### src/rtl/ile_pkg.sv
package ile_pkg;

  localparam int unsigned CmdW     = 3;
  localparam int unsigned IdxW     = 4;
  localparam int unsigned WordW    = 32;
  localparam int unsigned StW      = 2;
  localparam int unsigned CntOutW  = 5;
  localparam int unsigned InDataW  = 40;
  localparam int unsigned OutDataW = 40;

  typedef enum logic [CmdW-1:0] {
    CMD_GET    = 3'd0,
    CMD_SET    = 3'd1,
    CMD_APPEND = 3'd2,
    CMD_INSERT = 3'd3,
    CMD_REMOVE = 3'd4
  } cmd_e;

  typedef enum logic [StW-1:0] {
    ST_OK    = 2'd0,
    ST_INDEX = 2'd1,
    ST_FULL  = 2'd2
  } status_e;

  // controller to datapath
  typedef struct packed {
    logic load;
    logic rd;
    logic wr_shift_up;
    logic wr_shift_down;
    logic wr_word_idx;
    logic wr_word_end;
    logic ptr_from_idx;
    logic ptr_from_last;
    logic ptr_inc;
    logic ptr_dec;
    logic cnt_inc;
    logic cnt_dec;
    logic cap_rd;
    logic set_idx_err;
    logic set_full;
    logic push;
  } dp_cmd_t;

  // datapath to controller
  typedef struct packed {
    cmd_e cmd;
    logic idx_ok;
    logic full;
    logic ptr_at_idx;
    logic ptr_at_last;
    logic out_free;
  } dp_stat_t;

endpackage

### src/rtl/ile_datapath.sv
module ile_datapath #(
  parameter int unsigned CAPACITY = 16
) (
  input  logic                     clk_i,
  input  logic                     rst_ni,
  input  ile_pkg::dp_cmd_t         cmd_i,
  output ile_pkg::dp_stat_t        stat_o,
  input  logic [ile_pkg::InDataW-1:0]  in_data_i,
  output logic                     out_valid_o,
  input  logic                     out_ready_i,
  output logic [ile_pkg::OutDataW-1:0] out_data_o
);
  import ile_pkg::*;

  localparam int unsigned AW = (CAPACITY > 1) ? $clog2(CAPACITY) : 1;
  localparam int unsigned CW = $clog2(CAPACITY + 1);
  localparam int unsigned XW = AW + CW + IdxW + 1;
  localparam logic [XW-1:0] CapX = XW'(CAPACITY);

  logic [WordW-1:0] mem_q [CAPACITY];
  logic [WordW-1:0] rdata_q;

  cmd_e             cmd_q;
  logic [IdxW-1:0]  idx_q;
  logic [WordW-1:0] word_q;
  logic [CW-1:0]    count_q;
  logic [AW-1:0]    ptr_q;
  logic [WordW-1:0] res_data_q;
  status_e          res_st_q;

  logic             out_valid_q;
  logic [WordW-1:0] out_word_q;
  status_e          out_st_q;
  logic [CntOutW-1:0] out_cnt_q;

  logic [XW-1:0] idx_x, cnt_x, ptr_x, ptr_nx;
  logic          we;
  logic [AW-1:0] waddr;
  logic [WordW-1:0] wdata;
  logic [CW+CntOutW-1:0] cnt_out_x;

  assign idx_x  = {{(XW-IdxW){1'b0}}, idx_q};
  assign cnt_x  = {{(XW-CW){1'b0}}, count_q};
  assign ptr_x  = {{(XW-AW){1'b0}}, ptr_q};
  assign ptr_nx = ptr_x + XW'(1);
  assign cnt_out_x = {{CntOutW{1'b0}}, count_q};

  assign stat_o.cmd         = cmd_q;
  assign stat_o.idx_ok      = idx_x < cnt_x;
  assign stat_o.full        = cnt_x >= CapX;
  assign stat_o.ptr_at_idx  = ptr_x == idx_x;
  assign stat_o.ptr_at_last = ptr_nx == cnt_x;
  assign stat_o.out_free    = !out_valid_q || out_ready_i;

  // single write port
  always_comb begin
    we    = 1'b0;
    waddr = ptr_q;
    wdata = word_q;
    if (cmd_i.wr_shift_up) begin
      we    = 1'b1;
      waddr = ptr_q + AW'(1);
      wdata = rdata_q;
    end else if (cmd_i.wr_shift_down) begin
      we    = 1'b1;
      waddr = ptr_q - AW'(1);
      wdata = rdata_q;
    end else if (cmd_i.wr_word_idx) begin
      we    = 1'b1;
      waddr = idx_x[AW-1:0];
    end else if (cmd_i.wr_word_end) begin
      we    = 1'b1;
      waddr = cnt_x[AW-1:0];
    end
  end

  always_ff @(posedge clk_i) begin
    if (we) begin
      mem_q[waddr] <= wdata;
    end
    if (cmd_i.rd) begin
      rdata_q <= mem_q[ptr_q];
    end
  end

  // transaction payload and working registers
  always_ff @(posedge clk_i) begin
    if (cmd_i.load) begin
      cmd_q  <= cmd_e'(in_data_i[CmdW-1:0]);
      idx_q  <= in_data_i[CmdW +: IdxW];
      word_q <= in_data_i[CmdW+IdxW +: WordW];
    end
    if (cmd_i.ptr_from_idx) begin
      ptr_q <= idx_x[AW-1:0];
    end else if (cmd_i.ptr_from_last) begin
      ptr_q <= AW'(cnt_x - XW'(1));
    end else if (cmd_i.ptr_inc) begin
      ptr_q <= ptr_q + AW'(1);
    end else if (cmd_i.ptr_dec) begin
      ptr_q <= ptr_q - AW'(1);
    end
    if (cmd_i.load) begin
      res_data_q <= '0;
    end else if (cmd_i.cap_rd) begin
      res_data_q <= rdata_q;
    end
    if (cmd_i.load) begin
      res_st_q <= ST_OK;
    end else if (cmd_i.set_idx_err) begin
      res_st_q <= ST_INDEX;
    end else if (cmd_i.set_full) begin
      res_st_q <= ST_FULL;
    end
    if (cmd_i.push) begin
      out_word_q <= res_data_q;
      out_st_q   <= res_st_q;
      out_cnt_q  <= cnt_out_x[CntOutW-1:0];
    end
  end

  always_ff @(posedge clk_i or negedge rst_ni) begin
    if (!rst_ni) begin
      count_q     <= '0;
      out_valid_q <= 1'b0;
    end else begin
      if (cmd_i.cnt_inc) begin
        count_q <= count_q + CW'(1);
      end else if (cmd_i.cnt_dec) begin
        count_q <= count_q - CW'(1);
      end
      if (cmd_i.push) begin
        out_valid_q <= 1'b1;
      end else if (out_ready_i) begin
        out_valid_q <= 1'b0;
      end
    end
  end

  assign out_valid_o = out_valid_q;
  assign out_data_o  = {{(OutDataW-WordW-StW-CntOutW){1'b0}}, out_cnt_q, out_st_q, out_word_q};

endmodule

### src/rtl/ile_ctrl.sv
module ile_ctrl (
  input  logic              clk_i,
  input  logic              rst_ni,
  input  logic              in_valid_i,
  output logic              in_ready_o,
  input  ile_pkg::dp_stat_t stat_i,
  output ile_pkg::dp_cmd_t  cmd_o
);
  import ile_pkg::*;

  typedef enum logic [8:0] {
    S_IDLE     = 9'b000000001,
    S_DECODE   = 9'b000000010,
    S_GET_RD   = 9'b000000100,
    S_GET_CAP  = 9'b000001000,
    S_SHIFT_RD = 9'b000010000,
    S_SHIFT_WR = 9'b000100000,
    S_PLACE    = 9'b001000000,
    S_REM_FIN  = 9'b010000000,
    S_DONE     = 9'b100000000
  } state_e;

  state_e state_q, state_d;

  assign in_ready_o = (state_q == S_IDLE);

  always_comb begin
    state_d = state_q;
    cmd_o   = '0;
    unique case (state_q)
      S_IDLE: begin
        if (in_valid_i) begin
          cmd_o.load = 1'b1;
          state_d    = S_DECODE;
        end
      end
      S_DECODE: begin
        state_d = S_DONE;
        unique case (stat_i.cmd) inside
          CMD_GET, CMD_REMOVE: begin
            if (stat_i.idx_ok) begin
              cmd_o.ptr_from_idx = 1'b1;
              state_d            = S_GET_RD;
            end else begin
              cmd_o.set_idx_err = 1'b1;
            end
          end
          CMD_SET: begin
            if (stat_i.idx_ok) begin
              cmd_o.wr_word_idx = 1'b1;
            end else begin
              cmd_o.set_idx_err = 1'b1;
            end
          end
          CMD_APPEND: begin
            if (stat_i.full) begin
              cmd_o.set_full = 1'b1;
            end else begin
              cmd_o.wr_word_end = 1'b1;
              cmd_o.cnt_inc     = 1'b1;
            end
          end
          CMD_INSERT: begin
            if (!stat_i.idx_ok) begin
              cmd_o.set_idx_err = 1'b1;
            end else if (stat_i.full) begin
              cmd_o.set_full = 1'b1;
            end else begin
              cmd_o.ptr_from_last = 1'b1;
              state_d             = S_SHIFT_RD;
            end
          end
          default: ;
        endcase
      end
      S_GET_RD: begin
        cmd_o.rd = 1'b1;
        state_d  = S_GET_CAP;
      end
      S_GET_CAP: begin
        cmd_o.cap_rd = 1'b1;
        if (stat_i.cmd != CMD_REMOVE) begin
          state_d = S_DONE;
        end else if (stat_i.ptr_at_last) begin
          state_d = S_REM_FIN;
        end else begin
          cmd_o.ptr_inc = 1'b1;
          state_d       = S_SHIFT_RD;
        end
      end
      S_SHIFT_RD: begin
        cmd_o.rd = 1'b1;
        state_d  = S_SHIFT_WR;
      end
      S_SHIFT_WR: begin
        if (stat_i.cmd == CMD_INSERT) begin
          // move one element up, walking from the top down to the index
          cmd_o.wr_shift_up = 1'b1;
          if (stat_i.ptr_at_idx) begin
            state_d = S_PLACE;
          end else begin
            cmd_o.ptr_dec = 1'b1;
            state_d       = S_SHIFT_RD;
          end
        end else begin
          cmd_o.wr_shift_down = 1'b1;
          if (stat_i.ptr_at_last) begin
            state_d = S_REM_FIN;
          end else begin
            cmd_o.ptr_inc = 1'b1;
            state_d       = S_SHIFT_RD;
          end
        end
      end
      S_PLACE: begin
        cmd_o.wr_word_idx = 1'b1;
        cmd_o.cnt_inc     = 1'b1;
        state_d           = S_DONE;
      end
      S_REM_FIN: begin
        cmd_o.cnt_dec = 1'b1;
        state_d       = S_DONE;
      end
      S_DONE: begin
        if (stat_i.out_free) begin
          cmd_o.push = 1'b1;
          state_d    = S_IDLE;
        end
      end
      default: state_d = S_IDLE;
    endcase
  end

  always_ff @(posedge clk_i or negedge rst_ni) begin
    if (!rst_ni) begin
      state_q <= S_IDLE;
    end else begin
      state_q <= state_d;
    end
  end

endmodule

### src/rtl/indexed_list_engine_core.sv
// Ordered list of up to CAPACITY signed 32-bit words in a single-port-write
// memory with a registered read. Commands arrive on the slave stream and each
// returns exactly one result transaction on the master stream, held in an
// output register. One command is processed at a time. Get reads and captures
// the indexed element; set, append, unused codes and errors are decided in
// the decode state. Insert moves the elements from the last to the index up
// by one; remove moves the later ones down. The shift walk moves one element
// per read/write state pair through the one memory port. A result waits in
// the controller while an earlier result is still held in the output
// register. A new command can be accepted in the cycle after the previous
// result has been placed in the output register.
module indexed_list_engine_core #(
  parameter int unsigned CAPACITY = 16
) (
  input  logic                          clk_i,
  input  logic                          rst_ni,
  input  logic                          s_axis_tvalid_i,
  output logic                          s_axis_tready_o,
  // [2:0] cmd, [6:3] index, [38:7] data_in, [39] zero
  input  logic [ile_pkg::InDataW-1:0]   s_axis_tdata_i,
  output logic                          m_axis_tvalid_o,
  input  logic                          m_axis_tready_i,
  // [31:0] data_out, [33:32] status, [38:34] item_count, [39] zero
  output logic [ile_pkg::OutDataW-1:0]  m_axis_tdata_o
);
  import ile_pkg::*;

  dp_cmd_t  dp_cmd;
  dp_stat_t dp_stat;

  ile_ctrl u_ctrl (
    .clk_i      (clk_i),
    .rst_ni     (rst_ni),
    .in_valid_i (s_axis_tvalid_i),
    .in_ready_o (s_axis_tready_o),
    .stat_i     (dp_stat),
    .cmd_o      (dp_cmd)
  );

  ile_datapath #(
    .CAPACITY (CAPACITY)
  ) u_datapath (
    .clk_i       (clk_i),
    .rst_ni      (rst_ni),
    .cmd_i       (dp_cmd),
    .stat_o      (dp_stat),
    .in_data_i   (s_axis_tdata_i),
    .out_valid_o (m_axis_tvalid_o),
    .out_ready_i (m_axis_tready_i),
    .out_data_o  (m_axis_tdata_o)
  );

endmodule
### config.mk
export PLATFORM = sky130hd
export DESIGN_NAME = indexed_list_engine_core
export DESIGN_NICKNAME = d
export VERILOG_FILES = /design/src/rtl/ile_pkg.sv /design/src/rtl/ile_datapath.sv /design/src/rtl/ile_ctrl.sv /design/src/rtl/indexed_list_engine_core.sv
export SDC_FILE = /design/constraint.sdc
export NUM_CORES = 1
export LEC_CHECK = 0
export BUFFER_PORTS_ARGS = -buffer_cell sky130_fd_sc_hd__buf_2
export CAP_MARGIN = 30
export CORE_MARGIN = 8
export CORE_UTILIZATION = 50
export CTS_CLUSTER_DIAMETER = 120
export DETAILED_ROUTE_END_ITERATION = 7
export PLACE_DENSITY_LB_ADDON = 0.05
export SYNTH_ARGS = -nofsm -noshare
export SYNTH_HDL_FRONTEND = slang
export SYNTH_SLANG_ARGS = --single-unit
export TNS_END_PERCENT = 20
### constraint.sdc
create_clock -name clk_i -period 16.55 [get_ports clk_i]
set_input_delay 0.8275 -clock clk_i [delete_from_list [all_inputs] [get_ports clk_i]]
set_output_delay 0.8275 -clock clk_i [all_outputs]
set_load 0.05 [all_outputs]
## Word-level counts from Yosys, hierarchy flattened

Memories as Yosys holds them, arrays and structs flattened. A register that Yosys moved wholly into a read port is not among the register bits.
Index checks and enable logic that the tools add are counted.

- Bits in registers: 131
- Memory bits (writable): 512
- Input bits: 44
- Output and inout bits: 42
- Logic and storage cells: 119
- Memories: 1

Memory list:

| memory | depth | width | read ports | clocked after Yosys merged registers in | write ports | line | text |
|---|---|---|---|---|---|---|---|
| u_datapath.mem_q | 16 | 32 | 1 | 1 | 1 | ile_datapath.sv:20 | `logic [WordW-1:0] mem_q [CAPACITY];` |

- $add $sub $neg: 6
- Order comparisons: 2
- Equal/unequal tests: 18
- Muxes and demuxes: 66
- Reductions and logical operators: 13

Operator list:

| operator | number |
|---|---|
| 9-bit one-hot mux with 8 select lines | 1 |
| 32-bit 2-to-1 mux | 2 |
| 9-bit 2-to-1 mux | 6 |
| 1-bit 2-to-1 mux | 36 |
| 4-bit 2-to-1 mux | 8 |
| 9-bit one-hot mux with 2 select lines | 1 |
| 8-bit 2-to-1 mux | 2 |
| 5-bit 2-to-1 mux | 2 |
| 9-bit by 1-bit equality test with 1-bit output (second input constant) | 1 |
| 9-bit by 2-bit equality test with 1-bit output (second input constant) | 1 |
| 9-bit by 3-bit equality test with 1-bit output (second input constant) | 1 |
| 9-bit by 4-bit equality test with 1-bit output (second input constant) | 1 |
| 9-bit by 5-bit equality test with 1-bit output (second input constant) | 1 |
| 9-bit by 6-bit equality test with 1-bit output (second input constant) | 1 |
| 9-bit by 7-bit equality test with 1-bit output (second input constant) | 1 |
| 9-bit by 8-bit equality test with 1-bit output (second input constant) | 1 |
| 9-bit equality test (second input constant) | 1 |
| 1-bit one-hot mux with 2 select lines | 4 |
| 2-bit OR reduction | 4 |
| 4-bit by 1-bit subtractor with 4-bit output (second input constant) | 2 |
| 7-bit 2-to-1 mux | 1 |
| 3-bit by 2-bit equality test with 1-bit output (second input constant) | 2 |
| 2-bit nonzero test | 3 |
| 4-bit by 1-bit adder with 5-bit output (second input constant) | 1 |
| other kinds (19) | 21 |

## Longest topological paths before layout

- Depth in word-level cells: 11
- Depth in mapped cells: 11
- Gate-level depth less buffers: 9

## Cells and area by module

Synthesis repeated with hierarchy kept, for this count alone.

- Cells, all modules: 1221
- Area, all modules: 26148.8 µm²

By module, submodules not included:

| module | instances | cells each | area an instance (µm²) | sequential area each (µm²) |
|---|---|---|---|---|
| ile_datapath | 1 | 1140 | 25410.6 | 19628.8 |
| ile_ctrl | 1 | 81 | 738.2 | 226.5 |

## Worst setup path after synthesis

OpenSTA, ideal clock, no wires.

- Kind: register -> register
- From: register u_datapath.ptr_q[1]
- To: memory u_datapath.mem_q[0][0], enable pin
- Setup time: 0.513 ns
- Arrival: 5.565 ns
- Required time: 16.037 ns
- Path slack: 10.472 ns
- Cell stages (with the launch flop): 10
- Path buffers: 3
- Clock period less this slack: 6.078 ns
- Path through: edfxtp_1 -> clkbuf_1 -> clkbuf_1 -> clkbuf_1 -> inv_1 -> ha_1 -> mux2i_1 -> xnor2_1 -> a221o_1 -> nor4b_1

- Cells in the longest elaborated chain, start to end: 4
- Elaborated cells on any way between the ends: 6
- Those cells by class: add/sub (2); mux (4)

RTL lines:

| element | line | text |
|---|---|---|
| start: declaration | ile_datapath.sv:27 | `logic [AW-1:0] ptr_q;` |
| start signal: assignment | ile_datapath.sv:94 | `ptr_q <= idx_x[AW-1:0];` |
| start signal: assignment | ile_datapath.sv:96 | `ptr_q <= AW'(cnt_x - XW'(1));` |
| start signal: assignment | ile_datapath.sv:98 | `ptr_q <= ptr_q + AW'(1);` |
| branches (longest 3 deep; another with 4-bit by 1-bit subtractor with 4-bit output) | -- |  |
| 4-bit 2-to-1 mux * | ile_datapath.sv:60 | `if (cmd_i.wr_shift_up) begin` |
| end: declaration | ile_datapath.sv:20 |  |

Mark *: on every way between the ends.

## Worst setup path in the final report

- From: register u_datapath.count_q[1]
- To: memory u_datapath.mem_q[10][21], enable pin

- Cells in the longest elaborated chain, start to end: 10
- Elaborated cells on any way between the ends: 18
- Those cells by class: order compare (2); mux (16)

RTL lines:

| element | line | text |
|---|---|---|
| start: declaration | ile_datapath.sv:26 | `logic [CW-1:0] count_q;` |
| start signal: assignment | ile_datapath.sv:127 | `count_q <= count_q + CW'(1);` |
| start signal: assignment | ile_datapath.sv:129 | `count_q <= count_q - CW'(1);` |
| 5-bit greater-or-equal comparator | ile_datapath.sv:50 | `assign stat_o.full = cnt_x >= CapX;` |
| 1-bit 2-to-1 mux | ile_ctrl.sv:56 | `if (stat_i.full) begin` |
| 1-bit 2-to-1 mux | ile_ctrl.sv:39 | `unique case (stat_i.cmd) inside` |
| 3-bit 2-to-1 mux | ile_ctrl.sv:30 | `unique case (state_q)` |
| 1-bit 2-to-1 mux | ile_datapath.sv:71 | `end else if (cmd_i.wr_word_end) begin` |
| 1-bit 2-to-1 mux | ile_datapath.sv:68 | `end else if (cmd_i.wr_word_idx) begin` |
| 1-bit 2-to-1 mux | ile_datapath.sv:64 | `end else if (cmd_i.wr_shift_down) begin` |
| 1-bit 2-to-1 mux | ile_datapath.sv:60 |  |
| 1-bit 2-to-1 mux | ile_datapath.sv:78 | `if (we) begin` |
| 1-bit 2-to-1 mux (implied by the code) | ile_datapath.sv:79 | `mem_q[waddr] <= wdata;` |

Several ways; a longest one is shown, not always the timed one.

==> flow_metrics.tcl <==
set metrics [dict create \
    netlist_area_um2 26000 \
    start_kind "register" \
    ys_types 64 \
    synthCells 1301 \
    rsz0062_at_grt "false" \
    gp_congestion 0.778 \
    drtAntennaViolNets 0 \
    core_area_um2 51400 \
    cp_top_family "compound AO/OA/AOI/OAI gates" \
    yosys.area.top_type "edfxtp_1" \
    slowest_stage "a221oi_2" \
    worst_pin_slew_ns 0.940 \
    p_per_area_nw_per_um2 131 \
    crit_path_end_kind "register" \
    die_h_um 244 \
    fp.dieW_um 244 \
    io_pins 86 \
    hold_path.class "in2async" \
    cts.clk_slew.worst_paths_ns 0.06 \
    cp_cell_sequence "inv_1 > ha_1 > a2111oi_4 > o311ai_4 > and2_4 > a221oi_2 > and4b_2 > buf_4" \
    cts_root_buf "clkbuf_16" \
    numCtsBuffers 71 \
    grt_start_max_net_pins 135 \
    cpPeakStageDelay_ns 0.79 \
    avgSynthCellArea_um2 20.0 \
    setup_viol 0 \
    slew_violations 0 \
    via_per_inst 5.80 \
    syn_to_final_growth_pct 14.5 \
    dp_hpwl_mm 30.1 \
    peakVddDrop_mv 0.0873 \
    post-route-period-util 0.268 \
    grt_pass1_wl_mm 86.2 \
    route.vias.total 12605 \
    crit_buf_inv 2 \
    p_leak_nw 9.80 \
    yosys_register_bits 675 \
    critPathArrivalTime_ns 4.68 \
    fmax_mhz 226 \
    grt_overflow_total 0 \
    first_global_vias 13099 \
    portBuffers 83 \
    drive_gt1_frac 0.284 \
    synthFlopType "edfxtp_1" \
    n_fill_cell 3872 \
    ys_top_cells_by_area "edfxtp_1, mux4_2, dfxtp_1" \
    holdBufCountCts 0 \
    post_cts.repair.setup_buffers 0 \
    ys_warn_count 0 \
    cts_tree "built" \
    slew_headroom 0.373 \
    initial_core_util 0.506 \
    row_count 83 \
    skew_ns 0.0164 \
    post_dp_cell_area_um2 27500 \
    worstPathMaxFanout 20 \
    netlist.area_leader.share 0.723 \
    drt_iter0_drc 1177 \
    final-hold-violation-count 0 \
    crit_type "reg2reg" \
    fin_crit_ns 4.43 \
    synth-edff-count 626 \
    clkLatencyLatePin_ns 0.61 \
    clk_path_buf_depth 3 \
    cts_resized 0 \
    routed_wl_mm 57.8 \
    drc_errors 0 \
    yosysSeqAreaShare 0.764 \
    die_area_um2 59500 \
    worstPathRequired_ns 16.80 \
    drtPass1Iterations 5 \
    cts_htree_levels 3 \
    cts_sinks 675 \
    async_flop_share 0.0222 \
    fin_util 0.579 \
    syn_nets 1356 \
    routedWlPerCell_um 26.6 \
    status "finished clean" \
    nets 1491 \
    timing.setup.tns_ns 0 \
    antenna_found_initial 0 \
    maxCapViolations 0 \
    diodes 0 \
    grt_usage 0.195 \
    finalInstanceArea_um2 29800 \
]
final cells by class:
class,count,area (um2),share of cell area
clock buffer,109,2080,0.0699
clock inverter,23,216,0.00727
inverter,9,33.8,0.00113
multi-input combinational,553,5950,0.200
sequential,675,19900,0.667
tap,680,851,0.0286
timing repair buffer,126,783,0.0263
flip-flops by register name, indices dropped and copies added (netlist names):
register / flops
u_ctrl.state_q: 9
u_datapath.cmd_q: 3
u_datapath.count_q: 5
u_datapath.idx_q: 4
u_datapath.mem_q: 512
u_datapath.out_cnt_q: 5
u_datapath.out_st_q: 2
u_datapath.out_valid_o: 1
u_datapath.out_word_q: 32
u_datapath.ptr_q: 4
u_datapath.rdata_q: 32
u_datapath.res_data_q: 32
u_datapath.res_st_q: 2
u_datapath.word_q: 32
final timing paths:
| path | from | end | slack [ns] | cells after the start |
|---|---|---|---|---|
| setup / recovery | u_datapath.count_q[1] | u_datapath.mem_q[10][21] | 12.12 | 8 |
| hold / removal | rst_ni | u_datapath.count_q[0] | 0.14 | 1 |
| min in group clk_i | s_axis_tdata_i[19] | u_datapath.word_q[12] | 0.40 | 1 |
| max in group asynchronous | rst_ni | u_ctrl.state_q[0] | 16.10 | 1 |
| hold reg to reg | u_datapath.res_data_q[30] | u_datapath.out_word_q[30] | 0.43 | 0 |
| setup reg to reg | u_datapath.count_q[1] | u_datapath.mem_q[10][21] | 12.12 | 8 |
cells by family after synthesis:
logic type                 count (synthesis)  share of synthesized area
AOI/OAI and AO/OA                         82                     0.0212
xor gates and xnor gates                  21                    0.00708
adders and majority gates                 11                    0.00558
buffers and inverters                     73                     0.0118
DFF                                      675                      0.764
muxes                                    167                      0.141
other                                      1                   0.000144
and+or+nand+nor                          271                     0.0488
report_power, final:
| group | internal, mW | leakage [nW] | switching (mW) |
|---|---|---|---|
| Clock | 0.906 | 1.13 | 0.643 |
| Combinational | 0.102 | 2.55 | 0.226 |
| Sequential | 1.98 | 6.12 | 0.0363 |
layout by cell type (no fill, tap or decap), types with 3 or more instances in the layout:
| cell type | n |
|---|---|
| o211ai_1 | 3 |
| clkbuf_8 | 14 |
| xnor2_1 | 16 |
| edfxtp_1 | 626 |
| ha_1 | 10 |
| o21ai_0 | 9 |
| nand2b_1 | 3 |
| mux4_2 | 160 |
| dfrtp_1 | 14 |
| dfxtp_1 | 34 |
| buf_2 | 83 |
| and3_1 | 4 |
| clkinv_2 | 11 |
| inv_6 | 3 |
| nand3_1 | 4 |
| nor2b_1 | 5 |
| nor4b_2 | 7 |
| a21oi_1 | 43 |
| nand2_1 | 178 |
| a21o_1 | 3 |
| nor4_2 | 8 |
| o21ai_1 | 3 |
| nand4_1 | 9 |
| nor2_1 | 18 |
| clkinv_1 | 3 |
| mux2_2 | 3 |
| nor4b_1 | 3 |
| mux2i_1 | 4 |
| nor3_1 | 10 |
| clkbuf_1 | 23 |
| buf_4 | 40 |
| or3_1 | 3 |
| clkbuf_16 | 72 |
| xor2_1 | 5 |
| nand3b_1 | 3 |
| inv_1 | 9 |
layer usage:
layer  track usage  wire, um  part of all wire
met5             0         0                 0
met4        0.0557      1270             0.022
met3        0.0382      2850             0.049
met2         0.315     28100              0.49
met1         0.271     25500              0.44
cells in the mapped netlist, drive strengths merged (12+ instances only):
| library cell | count |
|---|---|
| o21ai | 12 |
| xnor2 | 16 |
| nand2 | 178 |
| mux4 | 160 |
| nor2 | 18 |
| buf | 28 |
| a21oi | 43 |
| nor3 | 12 |
| edfxtp | 626 |
| dfxtp | 34 |
| clkbuf | 36 |
| dfrtp | 14 |
stage by stage:
stage                     instances  power, mW  setup WS [ns]  hold WS (ns)
after floorplan                1301       2.28          10.47         0.408
final                          2175       3.90          12.12         0.142
after detailed placement       2042       2.39          12.06         0.415
after global routing           2175       4.03          11.86         0.122
after global placement         2039       2.38          11.89         0.412
after CTS                      2174       3.94          12.03         0.108
(Power assumes the default switching activity.)
